[src/glyph_framebuffer_page_packer_top_defines.svh]
// Assertion macros used by the control module.
`ifndef GLYPH_FRAMEBUFFER_PAGE_PACKER_TOP_DEFINES_SVH
`define GLYPH_FRAMEBUFFER_PAGE_PACKER_TOP_DEFINES_SVH

// Consequent must hold in the same cycle as the antecedent.
`define GFPP_ASSERT_NOW(lbl, ante, cons, msg) \
    lbl: assert property (@(posedge clk) disable iff (!rst_n) (ante) |-> (cons)) \
        else $error(msg);

// Consequent must hold in the cycle after the antecedent.
`define GFPP_ASSERT_NEXT(lbl, ante, cons, msg) \
    lbl: assert property (@(posedge clk) disable iff (!rst_n) (ante) |=> (cons)) \
        else $error(msg);

`endif

[src/gfpp_pkg.sv]
`default_nettype none

package gfpp_pkg;

    localparam int COLUMNS_DEF = 128;
    localparam int PAGES_DEF   = 4;

    localparam logic [7:0] KEEP_MASK        = 8'h81;
    localparam logic [7:0] CODE_ZERO        = 8'd48;
    localparam logic [7:0] CODE_NINE        = 8'h39;
    localparam logic [7:0] CODE_A           = 8'h41;
    localparam logic [7:0] CODE_Z           = 8'h5A;
    localparam logic [5:0] GLYPH_DIGIT_BASE = 6'd26;
    localparam logic [5:0] GLYPH_NONE       = 6'd63;
    localparam int         GLYPH_ROWS       = 6;

    typedef enum logic [1:0] {
        FUNC_WRITE = 2'd0,
        FUNC_READ  = 2'd1,
        FUNC_CLEAR = 2'd2
    } func_t;

    typedef enum logic [2:0] {
        ST_INIT_CLR,
        ST_IDLE,
        ST_DECODE,
        ST_CLR,
        ST_WR_RD,
        ST_WR_WR,
        ST_RD_RD,
        ST_RESP
    } state_t;

    typedef struct packed {
        logic load;
        logic clr_en;
        logic rd_en;
        logic wr_en;
        logic respond;
    } ctrl_cmd_t;

    typedef struct packed {
        logic [1:0] func;
        logic       page_ok;
        logic       read_ok;
        logic       col_ok;
        logic       col_last;
        logic       clr_last;
    } dp_status_t;

    function automatic logic [5:0] glyph_index(input logic [7:0] code);
        logic [5:0] idx;
        idx = GLYPH_NONE;
        if (code >= CODE_ZERO && code <= CODE_NINE)
        begin
            idx = GLYPH_DIGIT_BASE + 6'(code - CODE_ZERO);
        end
        else if (code >= CODE_A && code <= CODE_Z)
        begin
            idx = 6'(code - CODE_A);
        end
        return idx;
    endfunction

    // Six glyph rows, first row in the top byte, bit 7 of each row is the leftmost column.
    function automatic logic [47:0] glyph_rows(input logic [5:0] idx);
        logic [47:0] rows;
        unique case (idx)
            6'd0:    rows = 48'h18243C424242;
            6'd1:    rows = 48'h3824383C223C;
            6'd2:    rows = 48'h1C224040221C;
            6'd3:    rows = 48'h784442424478;
            6'd4:    rows = 48'h3C203820203C;
            6'd5:    rows = 48'h3C2038202020;
            6'd6:    rows = 48'h1C22404E423E;
            6'd7:    rows = 48'h24243C242424;
            6'd8:    rows = 48'h1C080808081C;
            6'd9:    rows = 48'h0E0404042418;
            6'd10:   rows = 48'h485060504844;
            6'd11:   rows = 48'h20202020203C;
            6'd12:   rows = 48'h42665A424242;
            6'd13:   rows = 48'h4262524A4642;
            6'd14:   rows = 48'h182442422418;
            6'd15:   rows = 48'h382438202020;
            6'd16:   rows = 48'h1824424A241A;
            6'd17:   rows = 48'h382438242422;
            6'd18:   rows = 48'h182018042418;
            6'd19:   rows = 48'h3E0808080808;
            6'd20:   rows = 48'h242424242418;
            6'd21:   rows = 48'h424224242418;
            6'd22:   rows = 48'h8181425A5A24;
            6'd23:   rows = 48'h422418182442;
            6'd24:   rows = 48'h22221C080808;
            6'd25:   rows = 48'h3C040810203C;
            6'd26:   rows = 48'h182424242418;
            6'd27:   rows = 48'h08180808081C;
            6'd28:   rows = 48'h1C22020C103E;
            6'd29:   rows = 48'h3E040C02221C;
            6'd30:   rows = 48'h040C143E0404;
            6'd31:   rows = 48'h3E203C02221C;
            6'd32:   rows = 48'h182038242418;
            6'd33:   rows = 48'h3C0408081010;
            6'd34:   rows = 48'h182418242418;
            6'd35:   rows = 48'h1824241C0418;
            default: rows = 48'h000000000000;
        endcase
        return rows;
    endfunction

    // Packed column byte of a glyph; rows 1 to 6 of the page carry glyph rows 0 to 5.
    function automatic logic [7:0] glyph_column(input logic [5:0] idx, input logic [2:0] j);
        logic [47:0] rows;
        logic [7:0]  row;
        logic [7:0]  v;
        rows = glyph_rows(idx);
        v    = 8'h00;
        for (int i = 0; i < GLYPH_ROWS; i++)
        begin
            row      = rows[8 * (GLYPH_ROWS - 1 - i) +: 8];
            v[i + 1] = row[~j];
        end
        return v;
    endfunction

endpackage

`default_nettype wire

[src/gfpp_ctrl.sv]
`default_nettype none

`include "glyph_framebuffer_page_packer_top_defines.svh"

module gfpp_ctrl (
    input  wire logic                  clk,
    input  wire logic                  rst_n,
    input  wire logic                  start,
    input  wire gfpp_pkg::dp_status_t  status,
    output gfpp_pkg::ctrl_cmd_t        cmd,
    output logic                       busy
);

    gfpp_pkg::state_t state_reg, state_next;

    always_ff @(posedge clk or negedge rst_n)
    begin
        if (!rst_n)
        begin
            state_reg <= gfpp_pkg::ST_INIT_CLR;
        end
        else
        begin
            state_reg <= state_next;
        end
    end

    always_comb
    begin
        state_next = state_reg;
        cmd        = '0;
        busy       = state_reg != gfpp_pkg::ST_IDLE;
        unique case (state_reg)
            gfpp_pkg::ST_INIT_CLR:
            begin
                cmd.clr_en = 1'b1;
                if (status.clr_last)
                begin
                    state_next = gfpp_pkg::ST_IDLE;
                end
            end
            gfpp_pkg::ST_IDLE:
            begin
                if (start)
                begin
                    cmd.load   = 1'b1;
                    state_next = gfpp_pkg::ST_DECODE;
                end
            end
            gfpp_pkg::ST_DECODE:
            begin
                unique case (status.func)
                    gfpp_pkg::FUNC_WRITE:
                        state_next = status.page_ok ? gfpp_pkg::ST_WR_RD : gfpp_pkg::ST_RESP;
                    gfpp_pkg::FUNC_READ:
                        state_next = status.read_ok ? gfpp_pkg::ST_RD_RD : gfpp_pkg::ST_RESP;
                    gfpp_pkg::FUNC_CLEAR:
                        state_next = gfpp_pkg::ST_CLR;
                    default:
                        state_next = gfpp_pkg::ST_RESP;
                endcase
            end
            gfpp_pkg::ST_CLR:
            begin
                cmd.clr_en = 1'b1;
                if (status.clr_last)
                begin
                    state_next = gfpp_pkg::ST_RESP;
                end
            end
            gfpp_pkg::ST_WR_RD:
            begin
                if (status.col_ok)
                begin
                    cmd.rd_en  = 1'b1;
                    state_next = gfpp_pkg::ST_WR_WR;
                end
                else
                begin
                    state_next = gfpp_pkg::ST_RESP;
                end
            end
            gfpp_pkg::ST_WR_WR:
            begin
                cmd.wr_en  = 1'b1;
                state_next = status.col_last ? gfpp_pkg::ST_RESP : gfpp_pkg::ST_WR_RD;
            end
            gfpp_pkg::ST_RD_RD:
            begin
                cmd.rd_en  = 1'b1;
                state_next = gfpp_pkg::ST_RESP;
            end
            gfpp_pkg::ST_RESP:
            begin
                cmd.respond = 1'b1;
                state_next  = gfpp_pkg::ST_IDLE;
            end
        endcase
    end

    `GFPP_ASSERT_NEXT(a_accept_busy, start && !busy, busy, "accepted transaction did not raise busy")
    `GFPP_ASSERT_NEXT(a_resp_idle, cmd.respond, !busy, "block still busy after response")
    `GFPP_ASSERT_NEXT(a_last_col, state_reg == gfpp_pkg::ST_WR_WR && status.col_last, cmd.respond, "glyph write overran its last column")
    `GFPP_ASSERT_NEXT(a_clr_hold, state_reg == gfpp_pkg::ST_CLR && !status.clr_last, state_reg == gfpp_pkg::ST_CLR, "clear sweep ended early")
    `GFPP_ASSERT_NOW(a_port_excl, cmd.rd_en, !cmd.wr_en && !cmd.clr_en, "memory read collides with a write")

endmodule

`default_nettype wire

[config.mk]
export PLATFORM = sky130hd
export DESIGN_NAME = gfpp_ctrl
export DESIGN_NICKNAME = d
export VERILOG_FILES = /design/src/gfpp_pkg.sv /design/src/gfpp_ctrl.sv
export VERILOG_INCLUDE_DIRS = /design/src /design/src/src
export SDC_FILE = /design/constraint.sdc
export NUM_CORES = 1
export LEC_CHECK = 0
export ABC_AREA = 1
export BUFFER_PORTS_ARGS = -buffer_cell sky130_fd_sc_hd__buf_2
export CORE_AREA = 3 3 40 42
export CTS_CLUSTER_SIZE = 10
export DETAILED_ROUTE_END_ITERATION = 8
export DIE_AREA = 0 0 43 45
export GPL_TIMING_DRIVEN = 0
export PLACE_DENSITY_LB_ADDON = 0.3
export SLEW_MARGIN = 20
export SYNTH_ARGS = -nofsm -noshare
export SYNTH_HDL_FRONTEND = slang
export SYNTH_SLANG_ARGS = --single-unit
[constraint.sdc]
create_clock -name clk -period 1.2 [get_ports clk]
set_input_delay 0.18 -clock clk [delete_from_list [all_inputs] [get_ports clk]]
set_output_delay 0.18 -clock clk [all_outputs]
set_load 0.01 [all_outputs]
==> metrics.md, run 1 <==
| Metric | Value |
|---|---|
| Min setup slack post-route | `-0.139 ns` |
| Synth area leaders | `nand2_1 18%, dfrtp_1 17%, ha_1 11%` |
| Final Setup Violations | `6` |
| WL/cell | `8.82 µm` |
| Die X | `43 µm` |
| Avg Synthesized Cell Area | `6.24 µm²` |
| Vias per cell | `4.24` |
| Crit path buffers/inverters | `2` |
| Most frequent cells in the layout | `20 x nand2_1, 13 x inv_1, 13 x buf_2, 8 x buf_4, 5 x nor2_1` |
| Hold Crit Class | `in2async` |
| Syn. warnings | `0` |
| Kind of critical path | `reg2out` |
| CTS H-tree depth | `1` |
| P_leak | `0.416 nW` |
| IO Port Bufs | `15` |
| Vias in the first global route | `466` |
| WL final | `1010 µm` |
| CTS tree | `done` |
| Area Overhead vs Synth | `49.6%` |
| Max reg flops | `3` |
| CP top delay family | `flip-flops` |
| Unrepaired setup endpoints after global routing | `yes` |
| CP peak stage delay | `0.36 ns` |
| Register area share after synthesis | `16.7%` |
| Mapped Cells | `72` |
| Total die area | `1940 µm²` |
| Hold_ws | `0.272 ns` |
| Status | `finished with violations` |
| Max-cap viol count | `0` |
| Fin nets | `115` |
| Mapped cell area | `449 µm²` |
| Initial Utilization | `35.0%` |
| Cts bufs inserted | `3` |
| HPWL after DPL | `730 µm` |
| CP Launch Type | `flip-flop` |
| Number of distinct library cells after synthesis | `17` |
| Detailed-route via count | `488` |
| PwrDens | `2500 nW/µm²` |
| #FFs+latches synth | `3` |
| Largest net degree at the start of global routing | `9` |
| Top cell type's share of synthesized area | `17.5%` |
| Slowest CP cell | `dfrtp_1` |
| Slew Viols, Final | `0` |
| WP data arrival | `1.16 ns` |
| Worst r2r path cells | `9` |
| Crit-path most repeated cell | `nand2_1` |
| FF-to-FF End | `state_reg[0]$_DFFE_PN0P_` |
| Fmax | `747 MHz` |
| Max VDD drop | `0.000730 V` |
| Post-Syn Nets | `86` |
| Commonest non-fill, non-tap cell in the layout | `nand2_1` |
| Antenna violations before repair | `0` |
| Clock Skew | `0.00379 ns` |
| Clock slew at reported path FFs | `0.04 ns` |
| Violated checks | `negative setup slack` |
| All-Layer GR Usage | `11.9%` |
| Root buf cell | `clkbuf_4` |
| Pre-antenna DRT Iters | `2` |
| Hold violation count in the final report | `0` |
| Clk buf depth | `2` |
| Element type at the critical path end | `primary output` |
| Rel. slew slack | `90.5%` |
| Area leader, netlist | `nand2_1` |
| Setup slack, reg-to-reg | `-0.02 ns` |
| Detail Route Antenna Nets | `0` |
| Clock Latency Late Sink | `0.23 ns` |
| CORE AREA | `1280 µm²` |
| Gr ovfl total | `0` |
| CP required | `1.02 ns` |
| # IOs | `16` |
| Slew @ Worst Pin | `0.142 ns` |
| N_diodes | `0` |
| CP cell instances | `buf_6, nor3_4, nand2_1, nand2_1, buf_2` |
| Post-Place Setup Slack | `0.0538 ns` |
| Final worst path period need | `1.34 ns` |
| Row count | `13` |
| Fin crit share | `112%` |
| Die H | `45 µm` |
| TritonCTS Sinks | `3` |
| R2r startpoint | `state_reg[0]$_DFFE_PN0P_` |
| 1st-iter DRT viols | `2` |
| GP Congestion | `0.699` |
| CP max FO | `8` |
| Layout cells sized above 1 | `44.0%` |
| # DRC | `0` |
| First-pass GRT wire length | `1750 µm` |
## Yosys cell counts
cell	count
nand2_1	21
inv_1	13
nand3_1	5
nor2_1	5
ha_1	4
inv_2	4
dfrtp_1	3
nand2_2	3
nor2_4	3
a21oi_1	2
buf_6	2
o21ai_0	2
inv_4	1
nand2_4	1
nand4_1	1
nor3_2	1
xor2_1	1
## layer usage
layer,global-route usage [%],part of all wire [%],vias up,wire length [µm]
li1,-,-,270,-
met1,13.0,44,205,445
met2,21.3,48,13,490
met3,4.78,7.8,0,79
met4,3.61,0,0,0
met5,0,0,-,0
## report_power, final
| part | internal (mW) | switching (mW) | total (mW) | leakage [nW] |
|---|---|---|---|---|
| logic | 0.607 | 0.706 | 1.31 | 0.366 |
| registers | 0.159 | 0.0359 | 0.195 | 0.0357 |
| clock network | 0.124 | 0.0492 | 0.174 | 0.0150 |
| total | 0.891 | 0.791 | 1.68 | 0.416 |
## stage by stage
stage                     instance area, µm²  setup TNS [ns]  instances  utilization, %  total power [mW]
after floorplan                          449               0         72               -             0.964
after global placement                   543               0        102            42.3              1.17
after detailed placement                 543               0        102            42.3              1.18
after CTS                                662          -0.520        114            51.5              1.66
after global routing                     672           -1.04        115            52.3              1.84
final                                    672          -0.454        115            52.3              1.68
## cell families (layout without fill, tap and decap cells)
| logic type | after synthesis | in the layout | synth area share (%) |
|---|---|---|---|
| simple gates | 40 | 40 | 45.1 |
| compound gates | 4 | 4 | 4.46 |
| buf+inv | 20 | 48 | 20.6 |
| fa+ha+maj | 4 | 4 | 11.1 |
| flops | 3 | 3 | 16.7 |
| xor+xnor | 1 | 1 | 1.95 |
## repair_timing
| action | in CTS | in global routing |
|---|---|---|
| hold endpoints to repair | 3 | 0 |
| hold buffers | 1 | 0 |
| setup endpoints to repair | 6 | 9 |
| pin swaps | 3 | 3 |
| resized for setup | 6 | 1 |
| setup buffers | 7 | 1 |
## worst register-to-register path: cells and delay by family (launching register included)
family / cells / cell delay [ns]
AOI/OAI and AO/OA: 1 / 0.14
and+or+nand+nor: 4 / 0.24
buffers and inverters: 4 / 0.42
DFF: 1 / 0.37
## worst max path at each step
stage                                        start                        to  slack (ns)  cells after the start
after floorplan           state_reg[2]$_DFFE_PN0P_  state_reg[1]$_DFFE_PN0P_        0.15                      6
after global placement    state_reg[2]$_DFFE_PN0P_  state_reg[0]$_DFFE_PN0P_        0.05                      8
after detailed placement  state_reg[2]$_DFFE_PN0P_  state_reg[0]$_DFFE_PN0P_        0.05                      8
after CTS                 state_reg[0]$_DFFE_PN0P_                    cmd[2]       -0.15                      5
after global routing      state_reg[1]$_DFFE_PN0P_                    cmd[2]       -0.20                      5
final                     state_reg[1]$_DFFE_PN0P_                    cmd[2]       -0.14                      5
## final cells by class
class                      instances  area (µm²)
clock buffer                       4        26.3
inverter                          18        72.6
sequential                         3        75.1
fill                             139         613
buffer                             2        22.5
multi-input combinational         49         299
tap                               15        18.8
timing repair buffer              24         158
No activity file was read; power rests on OpenSTA's default activity.
==> inputs of run 2 (changes only) <==
CORE_AREA = 2 2 39 41   (was 3 3 40 42)
DIE_AREA = 0 0 41 43   (was 0 0 43 45)
clock period = 1.3 ns   (was 1.2 ns; I/O delays follow)
==> metrics.md, run 2 (synthesized netlist as in run 1, its figures left out) <==
| Metric | Value |
|---|---|
| Status | `finished with violations` |
| Violated checks | `negative setup slack` |
| Vias per cell | `4.23` |
| Min setup slack post-route | `-0.0430 ns` |
| M2 GR Usage | `18.8%` |
| P_leak | `0.422 nW` |
| CTS H-tree depth | `1` |
| IO Port Bufs | `15` |
| Root buf cell | `clkbuf_4` |
| Fin crit share | `103%` |
| Gr ovfl total | `0` |
| Hold Crit Class | `in2async` |
| Max reg flops | `3` |
| Hold_ws | `0.286 ns` |
| 1st-iter DRT viols | `5` |
| Initial Utilization | `32.5%` |
| Placed inst area | `544 µm²` |
| GP Congestion | `0.745` |
| GR Util met1 | `14.5%` |
| CP max FO | `8` |
| Element type at the critical path end | `primary output` |
| Antenna violations before repair | `0` |
| Die X | `41 µm` |
| # DRC | `0` |
| HPWL after DPL | `710 µm` |
| Layout cells sized above 1 | `43.6%` |
| WP data arrival | `1.15 ns` |
| Pre-antenna DRT Iters | `4` |
| Unrepaired setup endpoints after global routing | `yes` |
| Max VDD drop | `0.000797 V` |
| Final Setup Violations | `3` |
| Met3 Use GR | `2.62%` |
| Largest net degree at the start of global routing | `9` |
| Fmax | `745 MHz` |
| WL/cell | `7.90 µm` |
| CORE AREA | `1380 µm²` |
| Slew Viols, Final | `0` |
| Die H | `43 µm` |
| Area Overhead vs Synth | `52.6%` |
| Vias in the first global route | `397` |
| Detail Route Antenna Nets | `0` |
| Rel. slew slack | `89.1%` |
| N_diodes | `0` |
| Final worst path period need | `1.34 ns` |
| TritonCTS Sinks | `3` |
| Post-Place Setup Slack | `0.138 ns` |
| Commonest non-fill, non-tap cell in the layout | `nand2_1` |
| Total die area | `1760 µm²` |
| CTS tree | `done` |
| All-Layer GR Usage | `11.7%` |
| Tot Pwr | `1.57 mW` |
| PwrDens | `2290 nW/µm²` |
| First-pass GRT wire length | `1460 µm` |
| Clock Skew | `0.00331 ns` |
| Max-cap viol count | `0` |
| Util after Layout | `49.5%` |
| Most frequent cells in the layout | `21 x nand2_1, 13 x inv_1, 13 x buf_2, 9 x buf_4, 5 x nor2_1` |
| Kind of critical path | `reg2out` |
| Fin nets | `116` |
| Hold violation count in the final report | `0` |
| # IOs | `16` |
| Slew @ Worst Pin | `0.164 ns` |
| Clock Latency Late Sink | `0.23 ns` |
| Cts bufs inserted | `3` |
| Row count | `14` |
| WL final | `924 µm` |
| Clock slew at reported path FFs | `0.04 ns` |
| GRT busiest layer | `met2` |
| Design area | `686 µm²` |
| Clk buf depth | `2` |
| Detailed-route via count | `495` |
| CP required | `1.11 ns` |
| CP Launch Type | `flip-flop` |
==> run 2: cell count changes in the layout (fill, tap and decap cells not counted) <==
cell	previous run	this run
a21oi_2	1	0
a21oi_4	0	1
nand2_1	20	21
buf_4	8	9
nand2_2	4	3
==> run 2: what timing repair did <==
item,CTS,global route
endpoints found under the hold margin,3,0
gates resized for setup,3,4
endpoints found under the setup margin,3,7
setup buffers,5,4
hold buffers,1,0
pin swaps,2,3
==> run 2: critical path, cell delays in order, from the launching register on <==
cell     delay (ns)
dfrtp_1        0.36
buf_6          0.14
nor3_4         0.17
nand2_1        0.08
nand2_1        0.05
buf_2          0.12
==> run 2: final timing paths <==
check                                         start                        to  slack, ns  depth (start not counted)
setup / recovery           state_reg[1]$_DFFE_PN0P_                    cmd[2]      -0.04                          5
hold / removal                                rst_n  state_reg[2]$_DFFE_PN0P_       0.29                          2
setup reg to reg           state_reg[1]$_DFFE_PN0P_  state_reg[0]$_DFFE_PN0P_       0.10                         10
hold reg to reg            state_reg[2]$_DFFE_PN0P_  state_reg[1]$_DFFE_PN0P_       0.63                          3
max in group asynchronous                     rst_n  state_reg[0]$_DFFE_PN0P_       0.91                          2
min in group clk                          status[0]  state_reg[1]$_DFFE_PN0P_       0.30                          4
==> run 2: area by class of cell <==
class,instances,area (µm²)
tap,16,20.0
timing repair buffer,25,165
multi-input combinational,49,304
clock buffer,4,26.3
sequential,3,75.1
inverter,18,72.6
buffer,2,22.5
fill,145,698
==> run 2: metrics by stage <==
| step | TNS [ns] | instances |
|---|---|---|
| after CTS | -0.105 | 113 |
| after detailed placement | 0 | 103 |
| after global placement | 0 | 103 |
| final | -0.0772 | 117 |
| after floorplan | 0 | 72 |
| after global routing | -0.318 | 117 |
==> run 2: routing by layer <==
layer | vias up | routed length, µm
li1 | 272 | -
met1 | 209 | 391
met2 | 14 | 475
met3 | 0 | 57
met4 | 0 | 0
met5 | - | 0
==> run 2: report_power, final <==
part	internal [mW]	leakage, nW	switching [mW]
Clock	0.115	0.0150	0.0474
Combinational	0.589	0.371	0.644
Sequential	0.147	0.0357	0.0302
Total	0.850	0.422	0.721
==> inputs of run 3 (changes only) <==
MAX_ROUTING_LAYER = met4   (was default)
==> metrics.md, run 3 (synthesized netlist as in run 1, its figures left out) <==
| Metric | Value |
|---|---|
| Status | `finished with violations` |
| Violated checks | `negative setup slack` |
| Seq. cell area | `75.1 µm²` |
| Pint | `0.850 mW` |
| Die X | `41 µm` |
| Row count | `14` |
| Sw Ratio | `45.9%` |
| Antenna violations before repair | `0` |
| # IOs | `16` |
| CP peak stage delay | `0.36 ns` |
| Slowest CP cell | `dfrtp_1` |
| CTS H-tree depth | `1` |
| Area Overhead vs Synth | `52.6%` |
| Most frequent cells in the layout | `21 x nand2_1, 13 x inv_1, 13 x buf_2, 9 x buf_4, 5 x nor2_1` |
| Max VDD drop | `0.000799 V` |
| Gr ovfl total | `0` |
| Hold violation count in the final report | `0` |
| Clock Skew | `0.00331 ns` |
| Kind of critical path | `reg2out` |
| 1st-iter DRT viols | `5` |
| Largest net degree at the start of global routing | `9` |
| Rel. slew slack | `89.1%` |
| Net Switching | `0.722 mW` |
| Detailed-route via count | `495` |
| WP data arrival | `1.15 ns` |
| Cts bufs inserted | `3` |
| Initial Utilization | `32.5%` |
| # DRC | `0` |
| TritonCTS Sinks | `3` |
| Util after Layout | `49.5%` |
| Unrepaired setup endpoints after global routing | `yes` |
| GP Congestion | `0.754` |
| Clk buf depth | `2` |
| CP required | `1.11 ns` |
| Power share of the sequential group | `11.2%` |
| IO Port Bufs | `15` |
| Area of the multi-input gates | `304 µm²` |
| Commonest non-fill, non-tap cell in the layout | `nand2_1` |
| Max-cap viol count | `0` |
| Slew @ Worst Pin | `0.164 ns` |
| First-pass GRT wire length | `1460 µm` |
| Root buf cell | `clkbuf_4` |
| CP max FO | `8` |
| HPWL after DPL | `710 µm` |
| Slew Viols, Final | `0` |
| All-Layer GR Usage | `11.9%` |
| Final worst path period need | `1.34 ns` |
| Clock Latency Late Sink | `0.23 ns` |
| Element type at the critical path end | `primary output` |
| Final Setup Violations | `3` |
| Die H | `43 µm` |
| Max reg flops | `3` |
| Detail Route Antenna Nets | `0` |
| Fin nets | `116` |
| CP cell instances | `buf_6, nor3_4, nand2_1, nand2_1, buf_2` |
| N_diodes | `0` |
| PwrDens | `2290 nW/µm²` |
| WL/cell | `7.90 µm` |
| Clock power share | `10.3%` |
| CP Launch Type | `flip-flop` |
| WL final | `924 µm` |
| Clock slew at reported path FFs | `0.04 ns` |
| Vias in the first global route | `397` |
| Vias per cell | `4.23` |
| Min setup slack post-route | `-0.0430 ns` |
| CTS tree | `done` |
| P_leak | `0.422 nW` |
| Hold Crit Class | `in2async` |
| Combinational Power Share | `78.4%` |
| Layout cells sized above 1 | `43.6%` |
| Tot Pwr | `1.57 mW` |
| Total die area | `1760 µm²` |
| Pre-antenna DRT Iters | `4` |
| CORE AREA | `1380 µm²` |
| Fill count | `145` |
| Worst r2r path cells | `10` |
| Fin crit share | `103%` |
| Fmax | `745 MHz` |
| Crit-path most repeated cell | `nand2_1` |
## run 3: timing repair
item,in CTS,in global routing
hold buffers,1,0
cloned,0,0
endpoints found under the hold margin,3,0
endpoints found under the setup margin,3,7
resized for setup,3,4
buffers inserted,5,4
pin swaps,2,3
## run 3: metrics by stage
stage	instance area (µm²)	setup TNS, ns	cells	hold slack, ns	setup WS (ns)
global route	686	-0.317	117	0.291	-0.114
floorplan	449	0	72	-0.101	0.250
global placement	544	0	103	-0.00803	0.144
finish	686	-0.0776	117	0.286	-0.0430
CTS	633	-0.105	113	0.264	-0.0626
detailed placement	544	0	103	-0.00631	0.138
## run 3: routing by layer
metal	track usage [%]	up-vias	share of wire, %	wire length [µm]
li1	-	272	-	-
met1	15.2	209	44	405
met2	18.8	14	51	475
met3	1.57	0	4.7	43
met4	4.00	0	0	0
met5	-	-	0	0
## run 3: power groups by stage
stage	Sequential (mW)	Clock, mW	Combinational [mW]
3_3_place_gp	0.185	0	0.898
2_1_floorplan	0.179	0	0.710
5_1_grt	0.183	0.173	1.38
3_5_place_dp	0.187	0	0.894
6_report	0.177	0.162	1.23
4_1_cts	0.177	0.170	1.10
## run 3: worst paths after layout
check                                               from                       end  slack [ns]
worst max register to register  state_reg[1]$_DFFE_PN0P_  state_reg[0]$_DFFE_PN0P_        0.10
worst min-delay path                               rst_n  state_reg[2]$_DFFE_PN0P_        0.29
min in group clk                               status[0]  state_reg[1]$_DFFE_PN0P_        0.30
worst min register to register  state_reg[2]$_DFFE_PN0P_  state_reg[1]$_DFFE_PN0P_        0.63
max in group asynchronous                          rst_n  state_reg[0]$_DFFE_PN0P_        0.91
worst max-delay path            state_reg[1]$_DFFE_PN0P_                    cmd[2]       -0.04
## run 3: area by class of cell
cell class | instances | area share [%]
Tap cell | 16 | 2.92
Inverter | 18 | 10.6
Sequential cell | 3 | 10.9
Clock buffer | 4 | 3.83
Buffer | 2 | 3.28
Multi-Input combinational cell | 49 | 44.3
Timing Repair Buffer | 25 | 24.1
## run 3: critical path, delay by kind of cell, from the launching register on
| kind | cells | cell delay (ns) |
|---|---|---|
| DFF | 1 | 0.36 |
| buffers and inverters | 2 | 0.26 |
| and+or+nand+nor | 3 | 0.30 |
